File: config.mk
export PLATFORM = sky130hd
export DESIGN_NAME = label_print_frame_builder_unit_flat
export DESIGN_NICKNAME = d
export VERILOG_FILES = /design/src/rtl/core/lpfb_pkg.sv /design/src/rtl/core/lpfb_ifs.sv /design/src/rtl/core/lpfb_cfg_regs.sv /design/src/rtl/core/lpfb_front.sv /design/src/rtl/core/lpfb_queue.sv /design/src/rtl/core/lpfb_back.sv /design/src/rtl/core/label_print_frame_builder_unit.sv /design/src/flat_wrapper.sv
export SDC_FILE = /design/constraint.sdc
export NUM_CORES = 1
export LEC_CHECK = 0
export BUFFER_PORTS_ARGS = -buffer_cell sky130_fd_sc_hd__buf_2
export CAP_MARGIN = 20
export CORE_MARGIN = 2
export CORE_UTILIZATION = 30
export CTS_BUF_LIST = sky130_fd_sc_hd__clkbuf_2 sky130_fd_sc_hd__clkbuf_4 sky130_fd_sc_hd__clkbuf_8
export DETAILED_ROUTE_END_ITERATION = 8
export MAX_ROUTING_LAYER = met4
export PLACE_DENSITY = 0.46
export SLEW_MARGIN = 20
export SYNTH_ARGS = -nofsm -noshare
export SYNTH_HDL_FRONTEND = slang
export SYNTH_SLANG_ARGS = --single-unit
File: constraint.sdc
create_clock -name clk -period 11.5 [get_ports clk]
set_input_delay 0 -clock clk [delete_from_list [all_inputs] [get_ports clk]]
set_output_delay 0 -clock clk [all_outputs]
set_load 0.05 [all_outputs]
File: src/rtl/core/lpfb_pkg.sv
`timescale 1ns / 1ps
// ----------------------------------------------------------------------------
// Label print frame builder package
// Shared constants, register indexes and the types passed between the parts
// of the frame builder.
// ----------------------------------------------------------------------------
package lpfb_pkg;

    localparam int unsigned QUEUE_DEPTH = 4;
    localparam int unsigned QPTR_W      = $clog2(QUEUE_DEPTH);
    localparam int unsigned HDR_LEN     = 17;
    localparam int unsigned POS_W       = 5;
    localparam int unsigned CFG_IDX_W   = 3;
    localparam int unsigned CFG_DATA_W  = 16;

    localparam logic [POS_W-1:0] POS_HDR_FIRST = POS_W'(0);
    localparam logic [POS_W-1:0] POS_PAYLOAD   = POS_W'(HDR_LEN);
    localparam logic [POS_W-1:0] POS_CHECKSUM  = POS_W'(HDR_LEN + 1);

    localparam logic [15:0] LEN_OVERHEAD = 16'(HDR_LEN + 1);

    localparam logic [7:0] HDR_MAGIC = 8'h66;
    localparam logic [7:0] HDR_FIXED = 8'h01;
    localparam logic [7:0] HDR_PAD   = 8'h00;

    localparam logic [CFG_IDX_W-1:0] REG_DARKNESS     = 3'd0;
    localparam logic [CFG_IDX_W-1:0] REG_LABEL_TYPE   = 3'd1;
    localparam logic [CFG_IDX_W-1:0] REG_CUT_MODE     = 3'd2;
    localparam logic [CFG_IDX_W-1:0] REG_SAVE_MODE    = 3'd3;
    localparam logic [CFG_IDX_W-1:0] REG_COPIES_TOTAL = 3'd4;
    localparam logic [CFG_IDX_W-1:0] REG_COPY_CURRENT = 3'd5;
    localparam logic [CFG_IDX_W-1:0] REG_LABEL_WIDTH  = 3'd6;
    localparam logic [CFG_IDX_W-1:0] REG_COMMAND_CODE = 3'd7;

    typedef struct packed {
        logic [4:0]  darkness;
        logic [7:0]  label_type_bits;
        logic [2:0]  cut_mode;
        logic [1:0]  save_mode;
        logic [15:0] copies_total;
        logic [15:0] copy_current;
        logic [15:0] label_width;
        logic [7:0]  command_code;
    } lpfb_cfg_t;

    localparam lpfb_cfg_t CFG_RESET = '{
        darkness:        5'd0,
        label_type_bits: 8'd0,
        cut_mode:        3'd0,
        save_mode:       2'd0,
        copies_total:    16'd1,
        copy_current:    16'd1,
        label_width:     16'd0,
        command_code:    8'd0
    };

    typedef struct packed {
        logic [7:0]  payload_byte;
        logic        last_byte;
        logic        first_byte;
        logic [15:0] payload_length;
        logic [15:0] chunk_rows;
        logic [7:0]  chunks_remaining;
    } lpfb_entry_t;

endpackage

File: src/rtl/core/lpfb_ifs.sv
`timescale 1ns / 1ps
// ----------------------------------------------------------------------------
// Label print frame builder channels
// Valid/ready channels for payload input, frame output and register writes.
// ----------------------------------------------------------------------------
interface lpfb_item_if;
    logic        valid;
    logic        ready;
    logic [7:0]  payload_byte;
    logic        last_byte;
    logic [15:0] payload_length;
    logic [15:0] chunk_rows;
    logic [7:0]  chunks_remaining;

    modport source (output valid, payload_byte, last_byte, payload_length, chunk_rows,
                    chunks_remaining, input ready);
    modport sink (input valid, payload_byte, last_byte, payload_length, chunk_rows,
                  chunks_remaining, output ready);
endinterface

interface lpfb_frame_if;
    logic       valid;
    logic       ready;
    logic [7:0] frame_byte;
    logic       frame_end;

    modport source (output valid, frame_byte, frame_end, input ready);
    modport sink (input valid, frame_byte, frame_end, output ready);
endinterface

interface lpfb_cfg_if;
    logic        valid;
    logic        ready;
    logic [2:0]  index;
    logic [15:0] data;

    modport source (output valid, index, data, input ready);
    modport sink (input valid, index, data, output ready);
endinterface

File: src/rtl/core/lpfb_cfg_regs.sv
`timescale 1ns / 1ps
// ----------------------------------------------------------------------------
// Label print frame builder configuration registers
// Holds the header settings written through the configuration channel.
// ----------------------------------------------------------------------------
module lpfb_cfg_regs
    import lpfb_pkg::*;
(
    input  logic       clk,
    input  logic       rst_n,
    lpfb_cfg_if.sink   cfg,
    output lpfb_cfg_t  settings
);

    lpfb_cfg_t settings_reg;
    lpfb_cfg_t settings_next;

    assign cfg.ready = 1'b1;
    assign settings  = settings_reg;

    always_comb
    begin
        settings_next = settings_reg;
        if (cfg.valid)
        begin
            case (cfg.index)
                REG_DARKNESS:     settings_next.darkness        = cfg.data[4:0];
                REG_LABEL_TYPE:   settings_next.label_type_bits = cfg.data[7:0];
                REG_CUT_MODE:     settings_next.cut_mode        = cfg.data[2:0];
                REG_SAVE_MODE:    settings_next.save_mode       = cfg.data[1:0];
                REG_COPIES_TOTAL: settings_next.copies_total    = cfg.data;
                REG_COPY_CURRENT: settings_next.copy_current    = cfg.data;
                REG_LABEL_WIDTH:  settings_next.label_width     = cfg.data;
                REG_COMMAND_CODE: settings_next.command_code    = cfg.data[7:0];
                default:          settings_next = settings_reg;
            endcase
        end
    end

    always_ff @(posedge clk or negedge rst_n)
    begin
        if (!rst_n)
        begin
            settings_reg <= CFG_RESET;
        end
        else
        begin
            settings_reg <= settings_next;
        end
    end

endmodule

File: src/rtl/core/lpfb_front.sv
`timescale 1ns / 1ps
// ----------------------------------------------------------------------------
// Label print frame builder front end
// Accepts payload bytes, marks the first byte of each frame and queues them.
// ----------------------------------------------------------------------------
module lpfb_front
    import lpfb_pkg::*;
(
    input  logic         clk,
    input  logic         rst_n,
    lpfb_item_if.sink    item,
    input  logic         queue_full,
    output logic         push,
    output lpfb_entry_t  push_entry
);

    logic inside_frame_reg;
    logic inside_frame_next;

    assign item.ready = !queue_full;
    assign push       = item.valid && !queue_full;

    always_comb
    begin
        push_entry.payload_byte     = item.payload_byte;
        push_entry.last_byte        = item.last_byte;
        push_entry.first_byte       = !inside_frame_reg;
        push_entry.payload_length   = item.payload_length;
        push_entry.chunk_rows       = item.chunk_rows;
        push_entry.chunks_remaining = item.chunks_remaining;
    end

    always_comb
    begin
        inside_frame_next = inside_frame_reg;
        if (push)
        begin
            inside_frame_next = !item.last_byte;
        end
    end

    always_ff @(posedge clk or negedge rst_n)
    begin
        if (!rst_n)
        begin
            inside_frame_reg <= 1'b0;
        end
        else
        begin
            inside_frame_reg <= inside_frame_next;
        end
    end

endmodule

File: src/rtl/core/lpfb_queue.sv
`timescale 1ns / 1ps
// ----------------------------------------------------------------------------
// Label print frame builder queue
// Short first-in first-out buffer between the front end and the back end.
// ----------------------------------------------------------------------------
module lpfb_queue
    import lpfb_pkg::*;
(
    input  logic         clk,
    input  logic         rst_n,
    input  logic         push,
    input  lpfb_entry_t  push_entry,
    output logic         full,
    input  logic         pop,
    output logic         head_valid,
    output lpfb_entry_t  head_entry
);

    lpfb_entry_t        slot_reg [QUEUE_DEPTH];
    logic [QPTR_W-1:0]  wr_ptr_reg;
    logic [QPTR_W-1:0]  wr_ptr_next;
    logic [QPTR_W-1:0]  rd_ptr_reg;
    logic [QPTR_W-1:0]  rd_ptr_next;
    logic [QPTR_W:0]    count_reg;
    logic [QPTR_W:0]    count_next;
    logic               do_pop;

    assign full       = (count_reg == (QPTR_W+1)'(QUEUE_DEPTH));
    assign head_valid = (count_reg != '0);
    assign head_entry = slot_reg[rd_ptr_reg];
    assign do_pop     = pop && head_valid;

    always_comb
    begin
        wr_ptr_next = push ? wr_ptr_reg + 1'b1 : wr_ptr_reg;
        rd_ptr_next = do_pop ? rd_ptr_reg + 1'b1 : rd_ptr_reg;
        count_next  = count_reg;
        if (push && !do_pop)
        begin
            count_next = count_reg + 1'b1;
        end
        else if (do_pop && !push)
        begin
            count_next = count_reg - 1'b1;
        end
    end

    always_ff @(posedge clk)
    begin
        if (push)
        begin
            slot_reg[wr_ptr_reg] <= push_entry;
        end
    end

    always_ff @(posedge clk or negedge rst_n)
    begin
        if (!rst_n)
        begin
            wr_ptr_reg <= '0;
            rd_ptr_reg <= '0;
            count_reg  <= '0;
        end
        else
        begin
            wr_ptr_reg <= wr_ptr_next;
            rd_ptr_reg <= rd_ptr_next;
            count_reg  <= count_next;
        end
    end

    // The front end never pushes into a full queue.
    assert property (@(posedge clk) disable iff (!rst_n) !(push && full))
        else $error("lpfb_queue: push while full");

    // The occupancy never exceeds the queue depth.
    assert property (@(posedge clk) disable iff (!rst_n)
        count_reg <= (QPTR_W+1)'(QUEUE_DEPTH))
        else $error("lpfb_queue: count overflow");

endmodule

File: src/rtl/core/lpfb_back.sv
`timescale 1ns / 1ps
// ----------------------------------------------------------------------------
// Label print frame builder back end
// Expands queued entries into header, payload and checksum, one per ready cycle.
// ----------------------------------------------------------------------------
module lpfb_back
    import lpfb_pkg::*;
(
    input  logic         clk,
    input  logic         rst_n,
    input  lpfb_cfg_t    settings,
    input  logic         head_valid,
    input  lpfb_entry_t  head_entry,
    output logic         pop,
    lpfb_frame_if.source frame
);

    logic [POS_W-1:0] step_reg;
    logic [POS_W-1:0] step_next;
    logic [7:0]       sum_reg;
    logic [7:0]       sum_next;
    logic             out_valid_reg;
    logic             out_valid_next;
    logic [7:0]       out_byte_reg;
    logic [7:0]       out_byte_next;
    logic             out_end_reg;
    logic             out_end_next;

    logic [POS_W-1:0] pos;
    logic [15:0]      len_field;
    logic [7:0]       hdr [HDR_LEN];
    logic [7:0]       emit_byte;
    logic             emit;
    logic             done;

    assign frame.valid      = out_valid_reg;
    assign frame.frame_byte = out_byte_reg;
    assign frame.frame_end  = out_end_reg;

    assign emit      = head_valid && (!out_valid_reg || frame.ready);
    assign pos       = head_entry.first_byte ? step_reg : step_reg + POS_PAYLOAD;
    assign len_field = head_entry.payload_length + LEN_OVERHEAD;
    assign done      = (pos == POS_CHECKSUM) || ((pos == POS_PAYLOAD) && !head_entry.last_byte);
    assign pop       = emit && done;

    always_comb
    begin
        hdr[0]  = HDR_MAGIC;
        hdr[1]  = len_field[7:0];
        hdr[2]  = len_field[15:8];
        hdr[3]  = settings.command_code;
        hdr[4]  = {3'b000, settings.darkness} | settings.label_type_bits;
        hdr[5]  = {3'b000, settings.save_mode, settings.cut_mode};
        hdr[6]  = settings.copies_total[7:0];
        hdr[7]  = settings.copies_total[15:8];
        hdr[8]  = settings.copy_current[7:0];
        hdr[9]  = settings.copy_current[15:8];
        hdr[10] = HDR_FIXED;
        hdr[11] = settings.label_width[7:0];
        hdr[12] = settings.label_width[15:8];
        hdr[13] = head_entry.chunk_rows[7:0];
        hdr[14] = head_entry.chunk_rows[15:8];
        hdr[15] = head_entry.chunks_remaining;
        hdr[16] = HDR_PAD;
    end

    always_comb
    begin
        if (pos == POS_CHECKSUM)
        begin
            emit_byte = 8'd0 - sum_reg;
        end
        else if (pos == POS_PAYLOAD)
        begin
            emit_byte = head_entry.payload_byte;
        end
        else
        begin
            emit_byte = hdr[pos];
        end
    end

    always_comb
    begin
        step_next      = step_reg;
        sum_next       = sum_reg;
        out_valid_next = out_valid_reg;
        out_byte_next  = out_byte_reg;
        out_end_next   = out_end_reg;
        if (out_valid_reg && frame.ready)
        begin
            out_valid_next = 1'b0;
        end
        if (emit)
        begin
            out_valid_next = 1'b1;
            out_byte_next  = emit_byte;
            out_end_next   = (pos == POS_CHECKSUM);
            step_next      = done ? '0 : step_reg + 1'b1;
            if (pos == POS_HDR_FIRST)
            begin
                sum_next = emit_byte;
            end
            else if (pos == POS_CHECKSUM)
            begin
                sum_next = 8'd0;
            end
            else
            begin
                sum_next = sum_reg + emit_byte;
            end
        end
    end

    always_ff @(posedge clk or negedge rst_n)
    begin
        if (!rst_n)
        begin
            step_reg      <= '0;
            sum_reg       <= '0;
            out_valid_reg <= 1'b0;
        end
        else
        begin
            step_reg      <= step_next;
            sum_reg       <= sum_next;
            out_valid_reg <= out_valid_next;
        end
    end

    always_ff @(posedge clk)
    begin
        out_byte_reg <= out_byte_next;
        out_end_reg  <= out_end_next;
    end

    // The byte counter never runs past the checksum position.
    assert property (@(posedge clk) disable iff (!rst_n) step_reg <= POS_CHECKSUM)
        else $error("lpfb_back: step counter out of range");

    // An entry that is partly expanded stays at the head of the queue.
    assert property (@(posedge clk) disable iff (!rst_n) (step_reg != '0) |-> head_valid)
        else $error("lpfb_back: head lost mid-expansion");

    // Without an emitted byte the expansion does not advance.
    assert property (@(posedge clk) disable iff (!rst_n)
        (!emit) |=> $stable(step_reg))
        else $error("lpfb_back: step moved without a transfer");

endmodule

File: src/rtl/core/label_print_frame_builder_unit.sv
`timescale 1ns / 1ps
// ----------------------------------------------------------------------------
// Label print frame builder
// Wraps a byte-wide printer payload in a print-data frame with header and
// checksum.
// ----------------------------------------------------------------------------
// Frame bytes go out one per cycle while the sink is ready. The first payload
// byte of a frame produces 18 output bytes (the 17-byte header and the byte
// itself, 19 if it is also the last), a middle byte produces one and the last
// byte two (the byte and the checksum). Input bytes are accepted every cycle
// while the four-entry queue between the front end and the byte sequencer has
// room. A frame of N payload bytes becomes N + 18 output bytes. Register
// writes take effect on the next cycle and shape headers built after them.
module label_print_frame_builder_unit
    import lpfb_pkg::*;
(
    input  logic          clk,
    input  logic          rst_n,
    lpfb_item_if.sink     item,
    lpfb_frame_if.source  frame,
    lpfb_cfg_if.sink      cfg
);

    lpfb_cfg_t    settings;
    logic         queue_full;
    logic         push;
    lpfb_entry_t  push_entry;
    logic         pop;
    logic         head_valid;
    lpfb_entry_t  head_entry;

    lpfb_cfg_regs u_cfg_regs (
        .clk      (clk),
        .rst_n    (rst_n),
        .cfg      (cfg),
        .settings (settings)
    );

    lpfb_front u_front (
        .clk        (clk),
        .rst_n      (rst_n),
        .item       (item),
        .queue_full (queue_full),
        .push       (push),
        .push_entry (push_entry)
    );

    lpfb_queue u_queue (
        .clk        (clk),
        .rst_n      (rst_n),
        .push       (push),
        .push_entry (push_entry),
        .full       (queue_full),
        .pop        (pop),
        .head_valid (head_valid),
        .head_entry (head_entry)
    );

    lpfb_back u_back (
        .clk        (clk),
        .rst_n      (rst_n),
        .settings   (settings),
        .head_valid (head_valid),
        .head_entry (head_entry),
        .pop        (pop),
        .frame      (frame)
    );

endmodule

File: src/flat_wrapper.sv
// flat-port wrapper written by rule: the top's interface ports become plain ports
module label_print_frame_builder_unit_flat import lpfb_pkg::*;
  (clk, rst_n, item_valid, item_payload_byte, item_last_byte, item_payload_length, item_chunk_rows, item_chunks_remaining, item_ready, frame_valid, frame_frame_byte, frame_frame_end, frame_ready, cfg_valid, cfg_index, cfg_data, cfg_ready);
  lpfb_item_if item_i ();
  lpfb_frame_if frame_i ();
  lpfb_cfg_if cfg_i ();
  input  logic clk;
  input  logic rst_n;
  input wire logic [$bits(item_i.valid)-1:0] item_valid;
  input wire logic [$bits(item_i.payload_byte)-1:0] item_payload_byte;
  input wire logic [$bits(item_i.last_byte)-1:0] item_last_byte;
  input wire logic [$bits(item_i.payload_length)-1:0] item_payload_length;
  input wire logic [$bits(item_i.chunk_rows)-1:0] item_chunk_rows;
  input wire logic [$bits(item_i.chunks_remaining)-1:0] item_chunks_remaining;
  output wire logic [$bits(item_i.ready)-1:0] item_ready;
  output wire logic [$bits(frame_i.valid)-1:0] frame_valid;
  output wire logic [$bits(frame_i.frame_byte)-1:0] frame_frame_byte;
  output wire logic [$bits(frame_i.frame_end)-1:0] frame_frame_end;
  input wire logic [$bits(frame_i.ready)-1:0] frame_ready;
  input wire logic [$bits(cfg_i.valid)-1:0] cfg_valid;
  input wire logic [$bits(cfg_i.index)-1:0] cfg_index;
  input wire logic [$bits(cfg_i.data)-1:0] cfg_data;
  output wire logic [$bits(cfg_i.ready)-1:0] cfg_ready;
  assign item_i.valid = item_valid;
  assign item_i.payload_byte = item_payload_byte;
  assign item_i.last_byte = item_last_byte;
  assign item_i.payload_length = item_payload_length;
  assign item_i.chunk_rows = item_chunk_rows;
  assign item_i.chunks_remaining = item_chunks_remaining;
  assign item_ready = item_i.ready;
  assign frame_valid = frame_i.valid;
  assign frame_frame_byte = frame_i.frame_byte;
  assign frame_frame_end = frame_i.frame_end;
  assign frame_i.ready = frame_ready;
  assign cfg_i.valid = cfg_valid;
  assign cfg_i.index = cfg_index;
  assign cfg_i.data = cfg_data;
  assign cfg_ready = cfg_i.ready;
  label_print_frame_builder_unit u_core (.clk(clk), .rst_n(rst_n), .item(item_i), .frame(frame_i), .cfg(cfg_i));
endmodule
After elaboration in Yosys (flattened, before gate mapping) --
Memory sizes are Yosys's and may differ from the RTL's. Index checks and enable logic that the tools add are counted.
Word-level totals: bits in registers 105, RAM bits 200, input bits 73, output and inout bits 12, logic and storage cells 85, memories 1
Memory list:
- u_core.u_queue.slot_reg | words 4, bits a word 50, read ports 1, clocked after memory_dff 0, wr ports 1, line lpfb_queue.sv:19 | lpfb_entry_t slot_reg [QUEUE_DEPTH];
Operators by class: add/subtract/negate cells 9, magnitude comparators 1, equality and inequality tests 10, muxes and demuxes 15, bitwise logic cells 2, reduce and logical (&&, ||, !) cells 30
Operator list (number):
- 8-bit two-way mux | 6
- 8-bit binary-select mux with 5-bit select | 1
- 16-bit by 5-bit adder with 16-bit output (second input constant) | 1
- 2-bit AND reduction | 8
- 3-bit == test (second input constant) | 5
- 5-bit == test (second input constant) | 2
- 5-bit two-way mux | 2
- 8-bit adder | 1
- 1-bit logical AND | 8
- 5-bit by 8-bit OR with 8-bit output | 1
- 1-bit by 8-bit subtractor with 8-bit output (first input constant) | 1
- 1-bit logical NOT | 7
- 3-bit by 2-bit == test with 1-bit output (second input constant) | 2
- 6-bit greater-or-equal comparator (second input constant) | 1
- 3-bit two-way mux | 2
- 5-bit inverter with 6-bit output | 1
- 5-bit by 1-bit adder with 5-bit output (second input constant) | 1
- 5-bit adder (second input constant) | 1
- 5-bit logical NOT | 1
- 2-bit by 1-bit adder with 2-bit output (second input constant) | 2
- 1-bit two-way mux | 4
- 2-bit nonzero test | 2
- 3-bit by 1-bit adder with 3-bit output (second input constant) | 1
- 3-bit by 1-bit == test with 1-bit output (second input constant) | 1
- other kinds (4) | 5

Longest topological paths before layout --
Gate-level depths: netlist of run 1.
depth after elaboration 11, mapped depth 22, gate-level depth less buffers 19

Modules after synthesis --
Synthesis of run 1 repeated with hierarchy kept, for this count alone.
Second synthesis, totals: cells, all modules 914, area total of the unflattened synthesis 14380.0 sq um
By module, submodules not included:
- lpfb_queue | instances 1, cells each 296, area each 7672.4 sq um
- lpfb_back | instances 1, cells each 397, area each 3339.5 sq um
- lpfb_cfg_regs | instances 1, cells each 167, area each 2944.1 sq um
- lpfb_front | instances 1, cells each 54, area each 424.2 sq um

Worst setup path before layout of run 1 --
No wires, ideal clock.
kind flip-flop to flip-flop, start register u_core.u_queue.rd_ptr_reg[0], end register u_core.u_back.sum_reg[7], setup time 92 ps, arrival time 4425 ps, required time 11408 ps, setup slack 6984 ps, cell stages (with the launch flop) 21, buffers on the path 3, period minus slack after synthesis 4516 ps, cell sequence dfrtp_1 buf_6 buf_6 buf_2 mux4_2 ha_1 a21oi_1 nor2_1 xnor2_1 o211ai_1 nand3_1 a221oi_1 o22a_1 ha_1 a21o_1 a21oi_1 o21bai_1 a21oi_1 o21ai_0 or4_1 o2111ai_1
Between the ends: cells in the longest elaborated chain, start to end 11
RTL lines:
- start: declaration | line lpfb_queue.sv:22 | logic [QPTR_W-1:0] rd_ptr_reg;
- start signal: assignment | line lpfb_queue.sv:67 | rd_ptr_reg <= rd_ptr_next;
- memory 4 x 50 bit (*)
- parallel branches: the longest is 6 deep, another holds 16-bit by 5-bit adder with 16-bit output
- 8-bit two-way mux (*) | line lpfb_back.sv:69 | if (pos == POS_CHECKSUM)
- named net u_core.u_back.emit_byte[1] | line lpfb_back.sv:32 | logic [7:0] emit_byte;
- 8-bit adder (*) | line lpfb_back.sv:110 | sum_next = sum_reg + emit_byte;
- 8-bit two-way mux (*) | line lpfb_back.sv:104 | else if (pos == POS_CHECKSUM)
- 8-bit two-way mux (*) | line lpfb_back.sv:100 | if (pos == POS_HDR_FIRST)
- end signal: assignment | line lpfb_back.sv:126 | sum_reg <= sum_next;
- end: declaration | line lpfb_back.sv:20 | logic [7:0] sum_reg;
Mark *: on every way through the listed nets, which the timed path passes. The select of a mux whose other input is x is not followed. A chain may end at the register's enable or synchronous reset.

Worst setup path after layout of run 1 --
Ends and elaborated chain as after synthesis.

==> results of run 1 <==
[cell families after synthesis]
family,count (synthesis)
compound gates,130
flops,305
simple gates,160
xor+xnor,40
other cells,1
buf+inv,62
mux,143
fa+ha+maj,17
[power by group]
part,switching (mW),leakage (nW),total [mW],internal [mW]
logic,1.30,2.38,2.14,0.835
clock network,0.437,0.582,0.994,0.557
registers,0.125,3.07,1.60,1.47
total,1.87,6.04,4.73,2.87
[through the flow]
stage	utilization, %	instance area, um2
after floorplan	-	13400
after global placement	32.91	14520
after detailed placement	32.91	14520
after CTS	37.06	16350
after global routing	37.07	16360
final	37.07	16360
[layout by cell type, fill, tap and decap left out, types with 8 or more instances in the layout]
| cell type | Yosys | routed |
|---|---|---|
| o21ai_0 | 28 | 28 |
| buf_2 | 10 | 82 |
| clkbuf_8 | 0 | 58 |
| mux4_2 | 45 | 45 |
| a21oi_1 | 30 | 30 |
| nand3_1 | 13 | 13 |
| clkinv_2 | 0 | 9 |
| ha_1 | 15 | 15 |
| clkbuf_4 | 0 | 22 |
| nand2_1 | 67 | 67 |
| inv_1 | 19 | 19 |
| mux2_2 | 78 | 78 |
| xor2_1 | 8 | 8 |
| nor3_1 | 13 | 12 |
| dlygate4sd3_1 | 0 | 74 |
| a31oi_1 | 10 | 10 |
| edfxtp_1 | 209 | 209 |
| xnor2_1 | 30 | 29 |
| nor2_1 | 23 | 23 |
| mux2i_1 | 14 | 14 |
| buf_4 | 4 | 17 |
| dfrtp_1 | 94 | 92 |
[repair_timing]
| item | in CTS | in global routing |
|---|---|---|
| resized for setup | 0 | 0 |
| endpoints found under the hold margin | 309 | 0 |
| hold buffers | 75 | 0 |
[final timing paths]
path	startpoint	endpoint	slack, ps
min in group asynchronous	rst_n	u_core.u_cfg_regs.settings[40]$_DFFE_PN1P_	510
max reg2reg	u_core.u_queue.rd_ptr_reg[0]$_DFFE_PN0P_	u_core.u_back.sum_reg[7]$_DFFE_PN0P_	5780
max	u_core.u_queue.rd_ptr_reg[0]$_DFFE_PN0P_	u_core.u_back.sum_reg[7]$_DFFE_PN0P_	5780
max in group asynchronous	rst_n	u_core.u_queue.rd_ptr_reg[0]$_DFFE_PN0P_	10100
min reg2reg	u_core.u_back.frame.valid$_DFFE_PN0P_	u_core.u_back.frame.valid$_DFFE_PN0P_	490
min	item_payload_length[12]	u_core.u_queue.slot_reg[2][36]$_DFFE_PP_	130
[critical path, stage by stage (launching register included)]
cell	delay [ps]
dfrtp_4	560
buf_4	680
mux4_2	650
ha_1	250
a21oi_1	310
nor2_1	110
xnor2_1	130
o211ai_1	150
nand3_1	110
a221oi_1	580
o22a_1	240
ha_1	240
a21o_1	160
a21oi_1	230
o21bai_1	90
a21oi_1	210
o21ai_0	210
or4_1	520
o2111ai_1	110
[per-layer routing]
metal / wire length, um / track usage [%] / up-vias / part of all wire [%]
met3: 1532 / 2.760 / 52 / 4.6
met2: 15740 / 23.83 / 179 / 47
met1: 15630 / 20.26 / 4017 / 46
li1: - / - / 3695 / -
met5: 0 / - / - / 0
met4: 730 / 5.287 / 0 / 2.2
[cell type report]
| cell class | count | area, um2 | share of cell area (%) |
|---|---|---|---|
| Antenna cell | 2 | 5.005 | 0.03060 |
| Tap cell | 592 | 740.7 | 4.529 |
| Sequential cell | 305 | 8686 | 53.11 |
| Clock buffer | 80 | 963.4 | 5.890 |
| Timing Repair Buffer | 174 | 1299 | 7.941 |
| Inverter | 19 | 71.32 | 0.4360 |
| Multi-Input combinational cell | 491 | 4484 | 27.42 |
| Clock inverter | 17 | 106.4 | 0.6502 |
==> impl_metrics.csv, run 1 <==
group,metric,value,unit
worst_setup_path,worstPathArrival,6230,ps
clock_tree,post_cts_buffers,0,
cells_and_area,layout-drive-gt1-share,31.49,%
clock_tree,cts_tree,"done",
synthesis,synth_xor_area_share,2.726,%
grt,grt_max_degree,62,
cells_and_area,area_delta_synth_final,22.05,%
floorplanning,ios,85,
cells_and_area,final_nets,1134,
placed_design,port_buffers,83,
floorplanning,placementRows,77,
grt,grt_usage,15.33,%
sta,timing.fmax,174.9,MHz
worst_setup_path,worstSetupStartpointType,"register",
clock_tree,path_clk_slew,60,ps
sta,final.setup_skew,22.65,ps
synthesis,yosysMostFrequentCell,"edfxtp_1",
worst_setup_path,worst-path-max-fanout,41,
worst_setup_path,end_kind,"register",
worst_hold_path,hold_class,"primary input to register",
pwr,max-vdd-ir-drop,188.4,uV
synthesis,synth-seq-area-share,64.78,%
worst_setup_path,ff2ff_path_depth,18,
clock_tree,cts_root_buf,"clkbuf_8",
drt,viasPerCell,4.728,
placed_design,dpl.hpwl,21430,um
grt,grt_pass1_wl,52280,um
synthesis,synth_seq_cells,305,
floorplanning,initial_core_util,30.37,%
run_status,status,"completed",
clock_tree,cts.path.max_buffers,3,
worst_hold_path,min_path_cells,2,
synthesis,synth_fp_nets,948,
synthesis,synth_compound_area_share,6.508,%
sta,holdWs,127.7,ps
sta,max_slew_margin,30.22,%
sta,fin_setup_tns,0,ps
synthesis,syn-instance-count,858,
sta,setup_violations,0,
run,drv_cap,0,
synthesis,synthAdderAreaFrac,1.699,%
clock_tree,h-tree-depth,2,
placed_design,dp_cells,1506,
drt,drt-pass1-iter-count,5,
sta,min_period_over_period,49.71,%
cells_and_area,fillers,4314,
drt,wirelength,33630,um
pwr,cellPowerDensity,289.3,nW/um2
sta,worst_pin_slew,1039,ps
drt,vias,7943,
clock_tree,cts_inserted_buffers,53,
worst_setup_path,crit_type,"register to register",
synthesis,synth.top_cells.by_count,"edfxtp_1, dfrtp_1, mux2_2",
synthesis,synthSimpleGateAreaFrac,5.920,%
cells_and_area,instances_no_fill,1680,
synthesis,synth_area_leaders,"edfxtp_1, dfrtp_1, mux4_2, mux2_2, xnor2_1",
synthesis,ys_dominant_reg_cell,"edfxtp_1",
clock_tree,clock_latency,620,ps
pwr,finalPower,4.732,mW
synthesis,yosysTopAreaCellShare,46.83,%
sta,hold_viol_final,0,
synthesis,yosysTopAreaCell,"edfxtp_1",
cells_and_area,largest_register_ffs,200,
floorplanning,core_area,44120,um2
synthesis,ys_warn_count,0,
drt,wire_per_inst,20.02,um
clock_tree,clock-sinks,305,
placed_design,gp_congestion,0.7891,
floorplanning,dieHeight,215.3,um
drt,drc,0,
drt,ant_nets,0,
floorplanning,die-area,46370,um2
grt,grt_pass1_vias,8486,
placed_design,place_ws,5815,ps
pwr,leakagePower,6.036,nW
synthesis,muxShareOfSynthArea,16.23,%
synthesis,syn_avg_cell_area,15.62,um2
synthesis,synth_edf_count,209,
grt,grt-ovfl-total,0,
sta,rsz0062_at_grt,"false",
sta,min_period,5716,ps
synthesis,ys_async_sr_fraction,31.48,%
floorplanning,die_x,215.3,um
sta,setup_ws,5784,ps
synthesis,synth_top_family_by_area,"multiplexers",
sta,slew_violations,0,
drt,drt-initial-drc-count,386,
worst_setup_path,required,12020,ps
synthesis,netlist_area,13400,um2
synthesis,synth_cell_types,73,
grt,antenna_found_initial,2,
Note: power is estimated with default switching activity, not from simulation.
==> run 2: changes to the inputs <==
PLACE_DENSITY = 0.48   (was 0.46)
clock period = 4.75 ns   (was 11.5 ns; I/O delays follow)
==> impl_metrics.csv, run 2 (synthesis gave the netlist of run 1 again) <==
group,metric,value,unit
run_status,status,"completed",
grt,grt_pass1_vias,8647,
placed_design,placed_area,14770,um2
run,drv_cap,0,
clock_tree,cts.path.max_buffers,3,
placed_design,gp_congestion,0.7925,
sta,setup_ws,189.1,ps
sta,max_slew_margin,39.69,%
clock_tree,cts_tree,"done",
sta,min_period,4561,ps
grt,grt-ovfl-total,0,
floorplanning,die_x,215.3,um
floorplanning,core_area,44120,um2
drt,drt-initial-drc-count,498,
cells_and_area,final_nets,1165,
placed_design,dpl.hpwl,23600,um
clock_tree,cts_root_buf,"clkbuf_8",
placed_design,place_ws,-1.626,ps
cells_and_area,final_cell_mix,"edfxtp_1, dfrtp_1, buf_2",
worst_setup_path,required,5270,ps
cells_and_area,fin_util,37.71,%
worst_setup_path,ff2ff_path_depth,16,
grt,antenna_found_initial,2,
pwr,cellPowerDensity,720.7,nW/um2
worst_setup_path,end_kind,"register",
grt,grt_pass1_wl,53420,um
pwr,max-vdd-ir-drop,264.9,uV
sta,hold_viol_final,0,
floorplanning,initial_core_util,30.37,%
drt,ant_nets,0,
placed_design,port_buffers,83,
sta,setup_violations,0,
pwr,leakagePower,6.207,nW
drt,wirelength,34810,um
worst_setup_path,crit_type,"register to register",
clock_tree,h-tree-depth,2,
floorplanning,placementRows,77,
drt,wire_per_inst,20.34,um
worst_setup_path,r2r_slack,190,ps
cells_and_area,largest_register_ffs,200,
cells_and_area,layout-drive-gt1-share,33.57,%
cells_and_area,fin_area,16640,um2
sta,worst_pin_slew,897.7,ps
grt,grt_max_degree,62,
sta,slew_violations,0,
floorplanning,die-area,46370,um2
sta,min_period_over_period,96.02,%
clock_tree,cts_inserted_buffers,51,
clock_tree,clock-sinks,305,
floorplanning,ios,85,
drt,drc,0,
floorplanning,dieHeight,215.3,um
sta,rsz0062_at_grt,"false",
cells_and_area,area_delta_synth_final,24.16,%
clock_tree,clock_latency,620,ps
worst_hold_path,hold_class,"primary input to async pin",
drt,vias,8126,
worst_setup_path,worst-path-max-fanout,13,
drt,drt-pass1-iter-count,4,
worst_setup_path,worstPathArrival,5080,ps
sta,timing.fmax,219.3,MHz
sta,final.setup_skew,13.28,ps
drt,viasPerCell,4.749,
worst_setup_path,worstSetupStartpointType,"register",
grt,grt_usage,15.77,%
clock_tree,path_clk_slew,60,ps
cells_and_area,final_common_cell,"edfxtp_1",
-- run 2: changes by cell type in the layout (fill, tap and decap cells not counted), sizes merged --
cell         delta
buf            +34
bufinv          +2
clkbuf          -7
clkinv          +2
clkinvlp        +1
dlygate4sd3     -1
-- run 2: stage by stage --
stage | hold WS, ps | total power [mW] | TNS [ps] | std cells
6_report | 68.68 | 11.99 | 0 | 1711
4_1_cts | 58.34 | 12.12 | 0 | 1709
5_1_grt | 124.2 | 12.75 | 0 | 1711
3_5_place_dp | 178.1 | 9.499 | -1.626 | 1538
2_1_floorplan | -295.6 | 7.541 | 0 | 858
3_3_place_gp | 174.3 | 9.499 | 0 | 1538
-- run 2: area by class of cell --
class / instances / area (um2)
Clock buffer: 73 / 879.6
Inverter: 19 / 71.32
Tap cell: 592 / 740.7
Multi-Input combinational cell: 491 / 4488
Sequential cell: 305 / 8686
Timing Repair Buffer: 207 / 1580
Fill cell: 4280 / 27490
Clock inverter: 22 / 187.7
Antenna cell: 2 / 5.005
-- run 2: layer usage --
| metal | track usage (%) | part of all wire [%] | wire (um) | up-vias |
|---|---|---|---|---|
| met3 | 2.718 | 3.8 | 1336 | 61 |
| met4 | 4.874 | 2.1 | 731 | 0 |
| met2 | 24.87 | 48 | 16540 | 150 |
| met1 | 20.85 | 47 | 16200 | 4159 |
| met5 | - | 0 | 0 | - |
| li1 | - | - | - | 3756 |
-- run 2: report_power, final --
group	leakage (nW)	total (mW)	internal (mW)	switching [mW]
logic	2.56	5.67	2.43	3.24
registers	3.07	3.87	3.57	0.308
clock network	0.580	2.44	1.36	1.08
-- run 2: repair_timing --
| action | in CTS | in global routing |
|---|---|---|
| pin swaps | 1 | 0 |
| buffers inserted | 3 | 0 |
| setup endpoints to repair | 1 | 2 |
| gates resized for setup | 1 | 7 |
| hold buffers | 73 | 0 |
| endpoints found under the hold margin | 337 | 0 |
-- run 2: critical path, stage by stage (launching register included) --
cell	delay (ps)
dfrtp_4	440
mux4_2	580
buf_4	240
nand2b_4	210
xnor2_1	500
a31oi_1	210
a221oi_1	300
buf_4	170
o22a_1	150
ha_1	240
a21o_1	170
a21oi_1	220
o21bai_1	90
a21oi_1	200
o21ai_1	150
or4_1	490
o2111ai_1	110
-- run 2: final timing paths --
path                                                             from                                          to
min                                                             rst_n     u_core.u_queue.count_reg[0]$_DFFE_PN0P_
min reg2reg                u_core.u_cfg_regs.settings[65]$_DFFE_PN0P_  u_core.u_cfg_regs.settings[65]$_DFFE_PN0P_
max in group asynchronous                                       rst_n  u_core.u_cfg_regs.settings[24]$_DFFE_PN1P_
min in group clk                                   item_chunk_rows[1]     u_core.u_queue.slot_reg[0][9]$_DFFE_PP_
max                          u_core.u_queue.rd_ptr_reg[0]$_DFFE_PN0P_        u_core.u_back.sum_reg[7]$_DFFE_PN0P_
max reg2reg                  u_core.u_queue.rd_ptr_reg[0]$_DFFE_PN0P_        u_core.u_back.sum_reg[7]$_DFFE_PN0P_
==> run 3: changes to the inputs <==
PLACE_DENSITY = default   (was 0.48)
==> impl_metrics.csv, run 3 (synthesis gave the netlist of run 1 again) <==
group,metric,value,unit
run_status,status,"completed",
clock_tree,cts.path.max_buffers,3,
placed_design,port_buffers,83,
floorplanning,die-area,46370,um2
sta,min_period_over_period,95.34,%
worst_hold_path,hold_class,"primary input to async pin",
worst_setup_path,r2r_slack,220,ps
cells_and_area,fin_area,16520,um2
grt,grt-ovfl-total,0,
worst_setup_path,ff2ff_path_depth,16,
worst_setup_path,end_kind,"register",
worst_setup_path,crit_path_frequent_cell,"buf_4",
drt,drt-pass1-iter-count,7,
grt,antenna_found_initial,0,
worst_setup_path,reg2reg_to,"u_core.u_back.sum_reg[7]$_DFFE_PN0P_",
floorplanning,core_area,44120,um2
placed_design,placed_area,14700,um2
worst_setup_path,cp_slowest_cell,"mux4_2",
worst_setup_path,critical_path.endpoint,"u_core.u_back.sum_reg[7]$_DFFE_PN0P_",
sta,slew_violations,0,
placed_design,gp_congestion,0.8667,
worst_setup_path,crit_cells,16,
sta,hold_viol_final,0,
sta,setup_violations,0,
cells_and_area,final_nets,1157,
floorplanning,initial_core_util,30.37,%
grt,grt_max_degree,55,
run,drv_cap,0,
floorplanning,dieHeight,215.3,um
clock_tree,h-tree-depth,2,
clock_tree,cts_inserted_buffers,50,
drt,top_layer,"met4",
sta,timing.fmax,220.8,MHz
worst_setup_path,worstSetupStartpointType,"register",
worst_setup_path,critical_path_buf_inv_count,3,
worst_setup_path,worstSetupStartpoint,"u_core.u_queue.rd_ptr_reg[0]$_DFFE_PN0P_",
drt,route.met3.wl,2014,um
cells_and_area,fin_util,37.44,%
drt,drc,0,
clock_tree,clock_latency,580,ps
pwr,max-vdd-ir-drop,375.6,uV
grt,grt_pass1_vias,8378,
drt,ant_nets,0,
drt,met2_length,15220,um
worst_setup_path,reg2reg_from,"u_core.u_queue.rd_ptr_reg[0]$_DFFE_PN0P_",
worst_setup_path,worst-path-max-fanout,13,
pwr,leakagePower,6.123,nW
worst_setup_path,crit_chain,"mux4_2, buf_4, mux2_4, buf_4, buf_4, mux2i_1, o21ai_0, o211ai_1, o211ai_1, ha_1, a21oi_1, o21bai_1, a21oi_1, o21ai_0, or4_1, o2111ai_1",
worst_setup_path,crit_type,"register to register",
pwr,cellPowerDensity,711.1,nW/um2
sta,final.setup_skew,40.98,ps
worst_setup_path,cpPeakStageDelay,590,ps
cells_and_area,layout-drive-gt1-share,32.25,%
grt,grt_pass1_wl,50870,um
drt,vias,8164,
floorplanning,ios,85,
drt,drt-initial-drc-count,647,
worst_setup_path,cpLargestDelayFamily,"compound AO/OA/AOI/OAI gates",
cells_and_area,largest_register_ffs,200,
drt,drt-met1-wl,15190,um
cells_and_area,area_delta_synth_final,23.29,%
drt,wire_per_inst,19.50,um
sta,max_slew_margin,41.78,%
sta,worst_pin_slew,866.6,ps
floorplanning,placementRows,77,
cells_and_area,final_cell_mix,"edfxtp_1, dfrtp_1, buf_2",
floorplanning,die_x,215.3,um
clock_tree,cts_root_buf,"clkbuf_8",
worst_setup_path,required,5230,ps
cells_and_area,final_common_cell,"edfxtp_1",
clock_tree,cts_tree,"done",
sta,min_period,4528,ps
clock_tree,clock-sinks,305,
worst_setup_path,worstPathArrival,5010,ps
clock_tree,path_clk_slew,60,ps
cells_and_area,diodes,0,
drt,viasPerCell,4.805,
sta,holdWs,68.87,ps
sta,fin_setup_tns,0,ps
grt,grt_usage,14.67,%
drt,wirelength,33120,um
placed_design,dpl.hpwl,22520,um
[run 3: cell count changes in the layout (fill, tap and decap cells not counted), sizes merged]
cell / before / now
buf: 134 / 127
bufinv: 3 / 2
clkbuf: 73 / 70
clkinv: 17 / 19
diode: 2 / 0
inv: 20 / 19
[run 3: worst reg2reg max path: cells and delay by family (launching register included)]
kind                     cells  cell delay, ps
AND/OR/NAND/NOR              1             500
buffers and inverters        3             640
multiplexers                 3            1100
AO/OA/AOI/OAI                8            1380
adder cells (fa/ha/maj)      1             320
flip-flops                   1             490
[run 3: final cells by class]
| cell class | count | area (um2) |
|---|---|---|
| clock buffers | 70 | 875.8 |
| clock inverters | 22 | 143.9 |
| fillers | 4248 | 27600 |
| inverters | 19 | 71.32 |
| multi-input cells | 491 | 4483 |
| flip-flops and latches | 305 | 8686 |
| well taps | 592 | 740.7 |
| repair buffers | 200 | 1520 |
[run 3: report_power, final]
| part | switching (mW) | internal (mW) |
|---|---|---|
| registers | 0.311 | 3.57 |
| logic | 3.19 | 2.36 |
| clock network | 1.02 | 1.30 |
| total | 4.53 | 7.22 |
[run 3: how the worst min path moves through the flow]
stage | start | end | slack, ps
after floorplan | rst_n | u_core.u_back.frame.valid$_DFFE_PN0P_ | -300
after global placement | rst_n | u_core.u_cfg_regs.settings[10]$_DFFE_PN0P_ | 120
after detailed placement | rst_n | u_core.u_cfg_regs.settings[10]$_DFFE_PN0P_ | 130
after CTS | rst_n | u_core.u_back.step_reg[2]$_DFFE_PN0P_ | 60
after global routing | rst_n | u_core.u_cfg_regs.settings[39]$_DFFE_PN0P_ | 130
final | rst_n | u_core.u_cfg_regs.settings[71]$_DFFE_PN0P_ | 70
[run 3: stage by stage]
stage / setup WS [ps] / power, mW / std cells
2_1_floorplan: 233.7 / 7.541 / 858
3_3_place_gp: 82.81 / 9.232 / 1529
3_5_place_dp: 33.62 / 9.297 / 1530
4_1_cts: 51.87 / 11.72 / 1695
5_1_grt: -1.351 / 12.49 / 1699
6_report: 221.5 / 11.75 / 1699
[run 3: what timing repair did]
action,in CTS,in global routing
cloned,0,0
hold endpoints to repair,327,0
pin swaps,0,1
gates resized for setup,1,5
endpoints found under the setup margin,1,2
buffers inserted,0,4
hold buffers,73,0
[run 3: routing by layer]
layer / track usage, % / vias up
met4: 4.046 / 0
met2: 22.40 / 229
met3: 3.326 / 59
met1: 19.71 / 4137
li1: - / 3739
met5: - / -
